## config.mk

```make
export PLATFORM = sky130hd
export DESIGN_NAME = modexp_with_fermat_inverse
export DESIGN_NICKNAME = d
export VERILOG_FILES = /design/src/hdl/mefi_pkg.sv /design/src/hdl/mefi_ctrl.sv /design/src/hdl/mefi_dp.sv /design/src/hdl/modexp_with_fermat_inverse.sv
export SDC_FILE = /design/constraint.sdc
export NUM_CORES = 1
export LEC_CHECK = 0
export BUFFER_PORTS_ARGS = -buffer_cell sky130_fd_sc_hd__buf_2
export CORE_AREA = 3 3 196 198
export DETAILED_ROUTE_END_ITERATION = 10
export DIE_AREA = 0 0 199 201
export PLACE_DENSITY = 0.8
export SYNTH_ARGS = -nofsm -noshare
export SYNTH_HDL_FRONTEND = slang
export SYNTH_SLANG_ARGS = --single-unit
```

## constraint.sdc

```tcl
create_clock -name clk -period 9.4 [get_ports clk]
set_input_delay 0.94 -clock clk [delete_from_list [all_inputs] [get_ports clk]]
set_output_delay 0.94 -clock clk [all_outputs]
set_load 0.005 [all_outputs]
```

## src/hdl/mefi_pkg.sv

```systemverilog
// ----------------------------------------------------------------------------
// mefi_pkg
// Widths, word types, control structs and the modular doubling step.
// ----------------------------------------------------------------------------
`default_nettype none

package mefi_pkg;

	localparam int MOD_WIDTH = 31;
	localparam int EXP_WIDTH = 63;
	localparam int CNT_WIDTH = $clog2(MOD_WIDTH);
	localparam int SUM_WIDTH = MOD_WIDTH + 2;

	typedef struct packed {
		logic                 req_type;
		logic [MOD_WIDTH-1:0] base_value;
		logic [EXP_WIDTH-1:0] exponent;
		logic [MOD_WIDTH-1:0] modulus;
	} req_t;

	typedef struct packed {
		logic [MOD_WIDTH-1:0] residue;
		logic                 bad_request;
	} rsp_t;

	typedef struct packed {
		logic                 load;
		logic                 red_step;
		logic                 mul_step;
		logic                 clr;
		logic                 last;
		logic                 out_load;
		logic [CNT_WIDTH-1:0] cnt;
	} ctl_cmd_t;

	typedef struct packed {
		logic bad;
		logic exp_zero;
	} dp_status_t;

	// r' = (2r + bit*addend) mod m, for r < m and addend <= m
	function automatic logic [MOD_WIDTH-1:0] mod_step(
		input logic [MOD_WIDTH-1:0] r,
		input logic                 bit_i,
		input logic [MOD_WIDTH-1:0] addend,
		input logic [MOD_WIDTH-1:0] m
	);
		logic [SUM_WIDTH-1:0] s;
		logic [SUM_WIDTH-1:0] m1;
		logic [SUM_WIDTH-1:0] m2;
		logic [SUM_WIDTH-1:0] d1;
		logic [SUM_WIDTH-1:0] d2;
		logic [MOD_WIDTH-1:0] res;
		s  = {1'b0, r, 1'b0} + (bit_i ? {2'b00, addend} : {SUM_WIDTH{1'b0}});
		m1 = {2'b00, m};
		m2 = {1'b0, m, 1'b0};
		d1 = s - m1;
		d2 = s - m2;
		if (s >= m2) begin
			res = d2[MOD_WIDTH-1:0];
		end else if (s >= m1) begin
			res = d1[MOD_WIDTH-1:0];
		end else begin
			res = s[MOD_WIDTH-1:0];
		end
		return res;
	endfunction

endpackage

`default_nettype wire

```

## src/hdl/mefi_ctrl.sv

```systemverilog
// ----------------------------------------------------------------------------
// mefi_ctrl
// Sequencer: base reduction, one square/multiply round per exponent bit,
// and the result word handshake.
// ----------------------------------------------------------------------------
`default_nettype none

module mefi_ctrl (
	input  wire                   clk,
	input  wire                   arst_n,
	input  wire                   req_valid,
	output logic                  req_ready,
	output logic                  rsp_valid,
	input  wire                   rsp_ready,
	input  mefi_pkg::dp_status_t  status,
	output mefi_pkg::ctl_cmd_t    cmd
);

	localparam logic [2:0] ST_IDLE = 3'd0;
	localparam logic [2:0] ST_RED  = 3'd1;
	localparam logic [2:0] ST_CHK  = 3'd2;
	localparam logic [2:0] ST_MUL  = 3'd3;
	localparam logic [2:0] ST_DONE = 3'd4;

	localparam logic [mefi_pkg::CNT_WIDTH-1:0] CNT_TOP =
		mefi_pkg::CNT_WIDTH'(mefi_pkg::MOD_WIDTH - 1);

	logic [2:0]                     state_q, state_d;
	logic [mefi_pkg::CNT_WIDTH-1:0] cnt_q, cnt_d;
	logic                           rsp_valid_q;

	assign req_ready = (state_q == ST_IDLE);
	assign rsp_valid = rsp_valid_q;

	always_comb begin
		cmd     = '0;
		cmd.cnt = cnt_q;
		state_d = state_q;
		cnt_d   = cnt_q;
		unique case (state_q)
			ST_IDLE: begin
				if (req_valid) begin
					cmd.load = 1'b1;
					cnt_d    = CNT_TOP;
					state_d  = ST_RED;
				end
			end
			ST_RED: begin
				cmd.red_step = 1'b1;
				cmd.last     = (cnt_q == '0);
				if (cnt_q == '0) begin
					state_d = ST_CHK;
				end else begin
					cnt_d = cnt_q - 1'b1;
				end
			end
			ST_CHK: begin
				if (status.bad || status.exp_zero) begin
					state_d = ST_DONE;
				end else begin
					cmd.clr = 1'b1;
					cnt_d   = CNT_TOP;
					state_d = ST_MUL;
				end
			end
			ST_MUL: begin
				cmd.mul_step = 1'b1;
				cmd.last     = (cnt_q == '0);
				if (cnt_q == '0) begin
					state_d = ST_CHK;
				end else begin
					cnt_d = cnt_q - 1'b1;
				end
			end
			ST_DONE: begin
				if (!rsp_valid_q || rsp_ready) begin
					cmd.out_load = 1'b1;
					state_d      = ST_IDLE;
				end
			end
			default: begin
				state_d = ST_IDLE;
			end
		endcase
	end

	always_ff @(posedge clk or negedge arst_n) begin
		if (!arst_n) begin
			state_q     <= ST_IDLE;
			cnt_q       <= '0;
			rsp_valid_q <= 1'b0;
		end else begin
			state_q <= state_d;
			cnt_q   <= cnt_d;
			if (cmd.out_load) begin
				rsp_valid_q <= 1'b1;
			end else if (rsp_ready) begin
				rsp_valid_q <= 1'b0;
			end
		end
	end

endmodule

`default_nettype wire

```

## src/hdl/mefi_dp.sv

```systemverilog
// ----------------------------------------------------------------------------
// mefi_dp
// Operand registers and two bit-serial modular multipliers (square and
// product) that share one bit counter.
// ----------------------------------------------------------------------------
`default_nettype none

module mefi_dp (
	input  wire                   clk,
	input  mefi_pkg::req_t        req,
	input  mefi_pkg::ctl_cmd_t    cmd,
	output mefi_pkg::dp_status_t  status,
	output mefi_pkg::rsp_t        rsp
);

	logic [mefi_pkg::MOD_WIDTH-1:0] base_q;
	logic [mefi_pkg::MOD_WIDTH-1:0] mod_q;
	logic [mefi_pkg::MOD_WIDTH-1:0] acc_q;
	logic [mefi_pkg::MOD_WIDTH-1:0] sq_q;
	logic [mefi_pkg::MOD_WIDTH-1:0] pr_q;
	logic [mefi_pkg::EXP_WIDTH-1:0] exp_q;
	logic                           bad_q;
	mefi_pkg::rsp_t                 rsp_q;

	logic [mefi_pkg::MOD_WIDTH-1:0] sq_add;
	logic [mefi_pkg::MOD_WIDTH-1:0] sq_nxt;
	logic [mefi_pkg::MOD_WIDTH-1:0] pr_nxt;
	logic [mefi_pkg::MOD_WIDTH-1:0] inv_exp;

	// reduction pass folds base bits in with addend one
	assign sq_add  = cmd.red_step ? mefi_pkg::MOD_WIDTH'(1) : base_q;
	assign sq_nxt  = mefi_pkg::mod_step(sq_q, base_q[cmd.cnt], sq_add, mod_q);
	assign pr_nxt  = mefi_pkg::mod_step(pr_q, acc_q[cmd.cnt], base_q, mod_q);
	assign inv_exp = req.modulus - mefi_pkg::MOD_WIDTH'(2);

	assign status.bad      = bad_q;
	assign status.exp_zero = (exp_q == '0);
	assign rsp             = rsp_q;

	always_ff @(posedge clk) begin
		if (cmd.load) begin
			base_q <= req.base_value;
			mod_q  <= req.modulus;
			acc_q  <= (req.modulus == mefi_pkg::MOD_WIDTH'(1)) ? '0 : mefi_pkg::MOD_WIDTH'(1);
			exp_q  <= req.req_type ? mefi_pkg::EXP_WIDTH'(inv_exp) : req.exponent;
			bad_q  <= req.req_type ? (req.modulus < mefi_pkg::MOD_WIDTH'(2))
				: (req.modulus == '0);
		end
		if (cmd.load || cmd.clr) begin
			sq_q <= '0;
			pr_q <= '0;
		end else if (cmd.red_step) begin
			sq_q <= sq_nxt;
			if (cmd.last) begin
				base_q <= sq_nxt;
			end
		end else if (cmd.mul_step) begin
			sq_q <= sq_nxt;
			pr_q <= pr_nxt;
			if (cmd.last) begin
				base_q <= sq_nxt;
				if (exp_q[0]) begin
					acc_q <= pr_nxt;
				end
				exp_q <= exp_q >> 1;
			end
		end
		if (cmd.out_load) begin
			rsp_q.residue     <= bad_q ? '0 : acc_q;
			rsp_q.bad_request <= bad_q;
		end
	end

endmodule

`default_nettype wire

```

## src/hdl/modexp_with_fermat_inverse.sv

```systemverilog
// ----------------------------------------------------------------------------
// modexp_with_fermat_inverse
// Modular exponentiation (right-to-left square and multiply) with a
// Fermat inverse mode using exponent modulus-2.
// ----------------------------------------------------------------------------
// Usage:
//   req word (req_valid/req_ready): req_type, base_value, exponent, modulus.
//   rsp word (rsp_valid/rsp_ready): residue, bad_request; one per request.
//   One request at a time; req_ready returns once the result word has been
//   loaded into the output register. The base is first reduced modulo the
//   modulus, then each bit of the effective exponent (modulus-2 in inverse
//   mode), up to its highest set bit, takes one square/multiply round; all of
//   it is done by the one-bit-per-cycle modular multipliers.
//   A rejected request (zero modulus, or modulus below two for inverse)
//   returns after the base reduction, with no exponent rounds, with residue 0
//   and bad_request set.
//   The result sits in an output register: a new request is taken while
//   it waits; a stalled receiver holds the next finished word in the core.
//   Reset (arst_n low) empties the core and the output register.
// ----------------------------------------------------------------------------
`default_nettype none

module modexp_with_fermat_inverse (
	input  wire             clk,
	input  wire             arst_n,
	input  wire             req_valid,
	output logic            req_ready,
	input  mefi_pkg::req_t  req,
	output logic            rsp_valid,
	input  wire             rsp_ready,
	output mefi_pkg::rsp_t  rsp
);

	mefi_pkg::ctl_cmd_t   cmd;
	mefi_pkg::dp_status_t status;

	mefi_ctrl u_ctrl (
		.clk       (clk),
		.arst_n    (arst_n),
		.req_valid (req_valid),
		.req_ready (req_ready),
		.rsp_valid (rsp_valid),
		.rsp_ready (rsp_ready),
		.status    (status),
		.cmd       (cmd)
	);

	mefi_dp u_dp (
		.clk    (clk),
		.req    (req),
		.cmd    (cmd),
		.status (status),
		.rsp    (rsp)
	);

endmodule

`default_nettype wire

```

=== After elaboration in Yosys (flattened, before gate mapping) ===
Cells that the tools add are included.

* Register bits: 260
* Bits of input ports: 130
* Output and inout bits: 34
* Word-level logic and storage cells: 104

* Add/sub/neg operators: 8
* $lt $le $gt $ge: 6
* Eq/ne operators: 10
* Muxes and demuxes: 52
* Bitwise gates (word level): 1
* Reduce and logical (&&, ||, !) cells: 15

{| class="wikitable"
|+ Operators with widths
! operator !! count
|-
| 31-bit two-way mux || 20
|-
| 63-bit two-way mux || 6
|-
| 31-bit subtractor || 4
|-
| 32-bit by 31-bit adder with 33-bit output || 2
|-
| 33-bit by 31-bit >= comparator with 1-bit output || 2
|-
| 33-bit by 32-bit >= comparator with 1-bit output || 2
|-
| 63-bit logical NOT || 1
|-
| 31-bit by 1-bit == test with 1-bit output, second input constant || 1
|-
| 31-bit logical NOT || 1
|-
| 31-bit by 2-bit < comparator with 1-bit output, second input constant || 1
|-
| 31-bit by 2-bit subtractor with 31-bit output, second input constant || 1
|-
| 1-bit two-way mux || 15
|-
| 5-bit two-way mux || 3
|-
| 5-bit case mux with 3 select lines || 1
|-
| 3-bit two-way mux || 4
|-
| 3-bit case mux with 4 select lines || 1
|-
| 1-bit binary-select mux with 5-bit select || 2
|-
| 3-bit by 2-bit == test with 1-bit output, second input constant || 2
|-
| 5-bit by 6-bit < comparator with 1-bit output, second input constant || 1
|-
| 2-bit inequality test, second input constant || 3
|-
| 5-bit logical NOT || 1
|-
| 5-bit by 1-bit subtractor with 5-bit output, second input constant || 1
|-
| 2-bit by 1-bit inequality test with 1-bit output, second input constant || 2
|-
| 4-bit AND reduction || 1
|-
| 11 further kinds || 14
|}

=== Logic depth before layout (Yosys ltp) ===
* Word-level depth: 12
* Mapped depth: 34
* Mapped depth without buffers: 29

=== Cells and area by module ===
Synthesis repeated with hierarchy kept, for this count alone.

* Cell total of the unflattened synthesis: 2679
* Area, all modules: 21752.1 µm²

{| class="wikitable"
|+ Modules (own cells, without submodules)
! module !! times used !! cells an instance !! area each (µm²) !! sequential area each (µm²)
|-
| mefi_dp || 1 || 2618 || 21204.1 || 5665.4
|-
| mefi_ctrl || 1 || 61 || 548.0 || 225.2
|}

=== Worst setup path after synthesis ===
OpenSTA, ideal clock, no wires.

* Kind: register -> register
* Start point: register u_ctrl.cnt_q[0] in the netlist's numbering
* End point: register u_dp.sq_q[28] in the netlist's numbering
* Setup time: 117 ps
* Data arrival time: 6781 ps
* Required time: 9283 ps
* Setup slack: 2502 ps
* Stages on the path, launching flop included: 34
* Path buffers: 4
* Clock period less this slack: 6898 ps
* Cells stage by stage: dfrtp_1 > buf_2 > buf_2 > mux4_2 > mux2i_1 > o22ai_1 > a21oi_1 > nor2_1 > clkbuf_1 > and2_1 > ha_1 > inv_1 > fa_1 > nor2b_1 > o31a_1 > o21a_1 > o21ai_0 > a31oi_1 > a31o_2 > xnor2_1 > inv_1 > ha_1 > and2_4 > and3_1 > and3_1 > nor2b_1 > a41o_1 > o21a_1 > o311a_1 > a2111o_1 > buf_6 > mux2_4 > a32o_1 > a22o_1

* Word-level cells in the longest chain between the ends: 9
* Elaborated cells on any way between the ends: 12
* Those cells by class: 3 x add/sub; 2 x order compare; 7 x mux

{| class="wikitable"
|+ RTL lines
! element !! line !! text
|-
| from (decl) || mefi_ctrl.sv:29 || <nowiki>logic [mefi_pkg::CNT_WIDTH-1:0] cnt_q, cnt_d;</nowiki>
|-
| from (signal assigned) || mefi_ctrl.sv:94 || <nowiki>cnt_q <= cnt_d;</nowiki>
|-
| 1-bit binary-select mux with 5-bit select (*) || mefi_dp.sv:32 || <nowiki>assign sq_nxt = mefi_pkg::mod_step(sq_q, base_q[cmd.cnt], sq_add, mod_q);</nowiki>
|-
| 1-bit two-way mux (implied by the code) (*) || mefi_dp.sv:32 ||
|-
| 31-bit two-way mux (*) || mefi_pkg.sv:54 || <nowiki>s = {1'b0, r, 1'b0} + (bit_i ? {2'b00, addend} : {SUM_WIDTH{1'b0}});</nowiki>
|-
| 32-bit by 31-bit adder with 33-bit output (*) || mefi_pkg.sv:54 ||
|-
| 31-bit subtractor or 33-bit by 31-bit >= comparator with 1-bit output (tied branches) || mefi_pkg.sv:57, mefi_pkg.sv:61 ||
|-
| 31-bit two-way mux || mefi_pkg.sv:61 || <nowiki>end else if (s >= m1) begin</nowiki>
|-
| 31-bit two-way mux (*) || mefi_pkg.sv:59 || <nowiki>if (s >= m2) begin</nowiki>
|-
| 31-bit two-way mux || mefi_dp.sv:57 || <nowiki>end else if (cmd.mul_step) begin</nowiki>
|-
| 31-bit two-way mux (*) || mefi_dp.sv:52 || <nowiki>end else if (cmd.red_step) begin</nowiki>
|-
| to (signal assigned) || mefi_dp.sv:53 || <nowiki>sq_q <= sq_nxt;</nowiki>
|-
| to (signal assigned) || mefi_dp.sv:58 || <nowiki>sq_q <= sq_nxt;</nowiki>
|-
| to (decl) || mefi_dp.sv:19 || <nowiki>logic [mefi_pkg::MOD_WIDTH-1:0] sq_q;</nowiki>
|}

Every way passes the cells marked *; elsewhere a longest branch is shown, timed or not. The select of a mux whose other input is x is not followed.
A chain may end at the register's enable or synchronous reset.

=== Worst setup path after layout ===
* Start point: register u_ctrl.cnt_q[1] in the netlist's numbering
* End point: register u_dp.pr_q[12] in the netlist's numbering

* Word-level cells in the longest chain between the ends: 7
* Elaborated cells on any way between the ends: 10
* Those cells by class: 3 x add/sub; 2 x order compare; 5 x mux

{| class="wikitable"
|+ RTL lines
! element !! line !! text
|-
| 1-bit binary-select mux with 5-bit select (*) || mefi_dp.sv:33 || <nowiki>assign pr_nxt = mefi_pkg::mod_step(pr_q, acc_q[cmd.cnt], base_q, mod_q);</nowiki>
|-
| 1-bit two-way mux (implied by the code) (*) || mefi_dp.sv:33 ||
|-
| 31-bit two-way mux (*) || mefi_pkg.sv:54 ||
|-
| 32-bit by 31-bit adder with 33-bit output (*) || mefi_pkg.sv:54 ||
|-
| 31-bit subtractor or 33-bit by 31-bit >= comparator with 1-bit output (tied branches) || mefi_pkg.sv:57, mefi_pkg.sv:61 ||
|-
| 31-bit two-way mux || mefi_pkg.sv:61 ||
|-
| 31-bit two-way mux (*) || mefi_pkg.sv:59 ||
|-
| to (signal assigned) || mefi_dp.sv:59 || <nowiki>pr_q <= pr_nxt;</nowiki>
|-
| to (decl) || mefi_dp.sv:20 || <nowiki>logic [mefi_pkg::MOD_WIDTH-1:0] pr_q;</nowiki>
|}

Marked as above.

==> summary.md <==
| Metric | Value |
|---|---|
| Hold crit path type | `in2async` |
| CTS clk-pin slew, worst paths | `approximately 70 ps` |
| Clock skew | `roughly 21 ps` |
| Slowest Stage Delay on Critical Path | `1010 ps` |
| Hold buffers post-CTS | `0` |
| DRT iter0 DRCs | `~1,900` |
| Required @ worst endpoint | `a little under 10,000 ps` |
| CP max stage cell | `dfrtp_1` |
| Tightest Pin Transition | `~1100 ps` |
| Clock sinks | `260` |
| Routed Antenna Nets | `0` |
| Vias in the first global route | `roughly 20,000` |
| Io pins | `between 150 and 200` |
| Seq/Total Area, Yosys | `between 20% and 30%` |
| Crit path DAT | `~9000 ps` |
| IO buf count | `approximately 160` |
| Via density | `around 6.5` |
| Max-slew violation count | `0` |
| Max cap viols | `0` |
| GRT Overall Usage | `34.0%` |
| Fin crit period | `8750 ps` |
| Crit-path leading delay family | `compound AO/OA/AOI/OAI gates` |
| Crit-path max FO | `30` |
| H-tree depth | `1` |
| Vias | `approximately 22,000` |
| DIE WIDTH | `between 150 and 200 um` |
| Fin cells | `about 3,300` |
| First-pass GRT wire length | `109,000 um` |
| Synth unique cells | `90` |
| Net Count, Synth | `between 3,000 and 4,000` |
| CP bufs+invs | `1` |
| Ys flop type | `dfxtp_1` |
| Synthesized cell area | `about 22,000 sq um` |
| Register area | `5890 sq um` |
| Most frequent cells after synthesis | `a21oi_1 (316), nand2_1 (258), o21ai_0 (208)` |
| Post-CTS resize count | `0` |
| Area of the multi-input gates | `roughly 15,000 sq um` |
| Async SR Flop Fraction | `3.46%` |
| Core area | `about 37,000 sq um` |
| Cell taking the most area after synthesis | `dfxtp_1` |
| Yosys reg bits | `260` |
| Placer congestion estimate | `between 1 and 1.5` |
| Layout cells sized above 1 | `11.0%` |
| Final setup viols | `0` |
| Nets | `3,156` |
| Placed cells | `approximately 3,300` |
| Layout area overhead | `9.23%` |
| Top cell type's share of synthesized area | `between 10% and 20%` |
| Critical Path Source Type | `register` |
| Crit. End Element | `register` |
| First-pass detailed-route iteration total | `6` |
| Avg WL per Cell | `approximately 21 um` |
| CP dominant cell by count | `o21ai_0` |
| Status | `finished clean` |
| Post-Synthesis Cells | `between 2,000 and 3,000` |
| Setup Crit Path Kind | `reg2reg` |
| Hpwl dp | `around 55,000 um` |
| # Post-CTS Setup Buffers | `0` |
| Final wirelength | `70,600 um` |
| Setup TNS | `0 ps` |
| Max_slew headroom | `a little over a quarter` |
| RSZ-0062 raised after global routing | `no` |
| Grt total ovfl | `0` |
| Post-synthesis average cell area | `7.99 sq um` |
| Skew-Pair Late Insertion Delay | `580 ps` |
| Number of synthesized flops with an enable pin | `64` |
| Starting Density | `59.8%` |
| Fill cell count | `between 3,000 and 4,000` |
| Initial antenna violation count | `1` |
| Count leader, synth | `a21oi_1` |
| Synth area leaders | `dfxtp_1 (17%), ha_1 (11%), edfxtp_1 (8.8%), a21oi_1 (7.2%), o21ai_0 (4.7%)` |
| Die area | `~40,000 sq um` |
| Fin. Hold Viols | `0` |
| FMAX | `around 110 MHz` |
| Num CTS Buffers | `28` |
| CTS tree | `yes` |
| Die Y | `~200 um` |
| Row count | `70` |
| Max Root-Sink Buffers | `3` |
| Tcrit/Tclk final | `about 93%` |
| Root buffer cell | `clkbuf_16` |
| Largest net degree at the start of global routing | `roughly 110` |
| Synth warnings | `0` |
| Drt drc | `0` |
-- cells in the final DEF (no fill, tap or decap), types with 56 or more instances in the layout --
cell type / count
ha_1: 186
a21o_1: 96
and2_1: 76
xnor2_1: 112
a21oi_1: 316
o21ai_0: 208
inv_1: 104
edfxtp_1: 64
dfxtp_1: 187
xor2_1: 56
nor2_1: 186
nand3_1: 78
nand2_1: 257
buf_2: 163
-- worst paths after layout --
path,endpoint,cells after the start,start,slack (ps)
worst max-delay path,u_dp.pr_q[12],26,u_ctrl.cnt_q[1],650
worst min-delay path,u_ctrl.cnt_q[4],1,arst_n,210
worst max register to register,u_dp.pr_q[12],26,u_ctrl.cnt_q[1],650
worst min register to register,u_dp.pr_q[19],2,u_dp.pr_q[19],460
max in group asynchronous,u_ctrl.state_q[1],1,arst_n,8990
min in group clk,u_dp.pr_q[19],2,u_dp.pr_q[19],460
-- stage by stage --
stage	hold WS, ps	cell area [sq um]	worst slack [ps]	util (%)
global placement	440	23000	1180	62.7
finish	213	24000	651	65.3
floorplan	434	21900	2500	-
global route	210	24000	19.4	65.3
detailed placement	453	23000	930	62.7
CTS	197	24000	880	65.3
-- cell families after synthesis --
family	count (synthesis)	synth area share, %
buffers and inverters	233	4.22
xor gates and xnor gates	168	6.70
AOI/OAI and AO/OA	904	25.6
DFF	260	26.8
and+or+nand+nor	900	20.3
muxes	91	5.19
adders and majority gates	192	11.2
-- cell type report --
type / count / area share [%]
Timing Repair Buffer: 184 / 4.11
Clock inverter: 17 / 0.611
Multi-Input combinational cell: 2255 / 63.3
Inverter: 105 / 1.64
Antenna cell: 3 / 0.0313
Tap cell: 468 / 2.44
Clock buffer: 35 / 3.33
Sequential cell: 260 / 24.6
-- per-layer routing --
metal  wire length, um  global-route usage, %  vias to the layer above
met4              4320                   17.5                        0
met3              6150                   6.29                      221
met1             29100                   44.5                    10000
met2             31000                   53.6                     1061
met5                 0                      0                        -
li1                  -                      -                    10200
-- sequential cells by signal (all words and copies together), names as in the netlist --
register / cells
u_dp.base_q: 31
u_dp.mod_q: 31
u_ctrl.state_q: 3
u_dp.bad_q: 1
u_dp.sq_q: 31
u_dp.exp_q: 63
u_dp.pr_q: 31
u_ctrl.cnt_q: 5
u_ctrl.rsp_valid: 1
u_dp.rsp: 32
u_dp.acc_q: 31
Power is left out: the tool's default activity adds up to more than one toggle a clock period on the data nets, which glitch-free logic cannot reach.
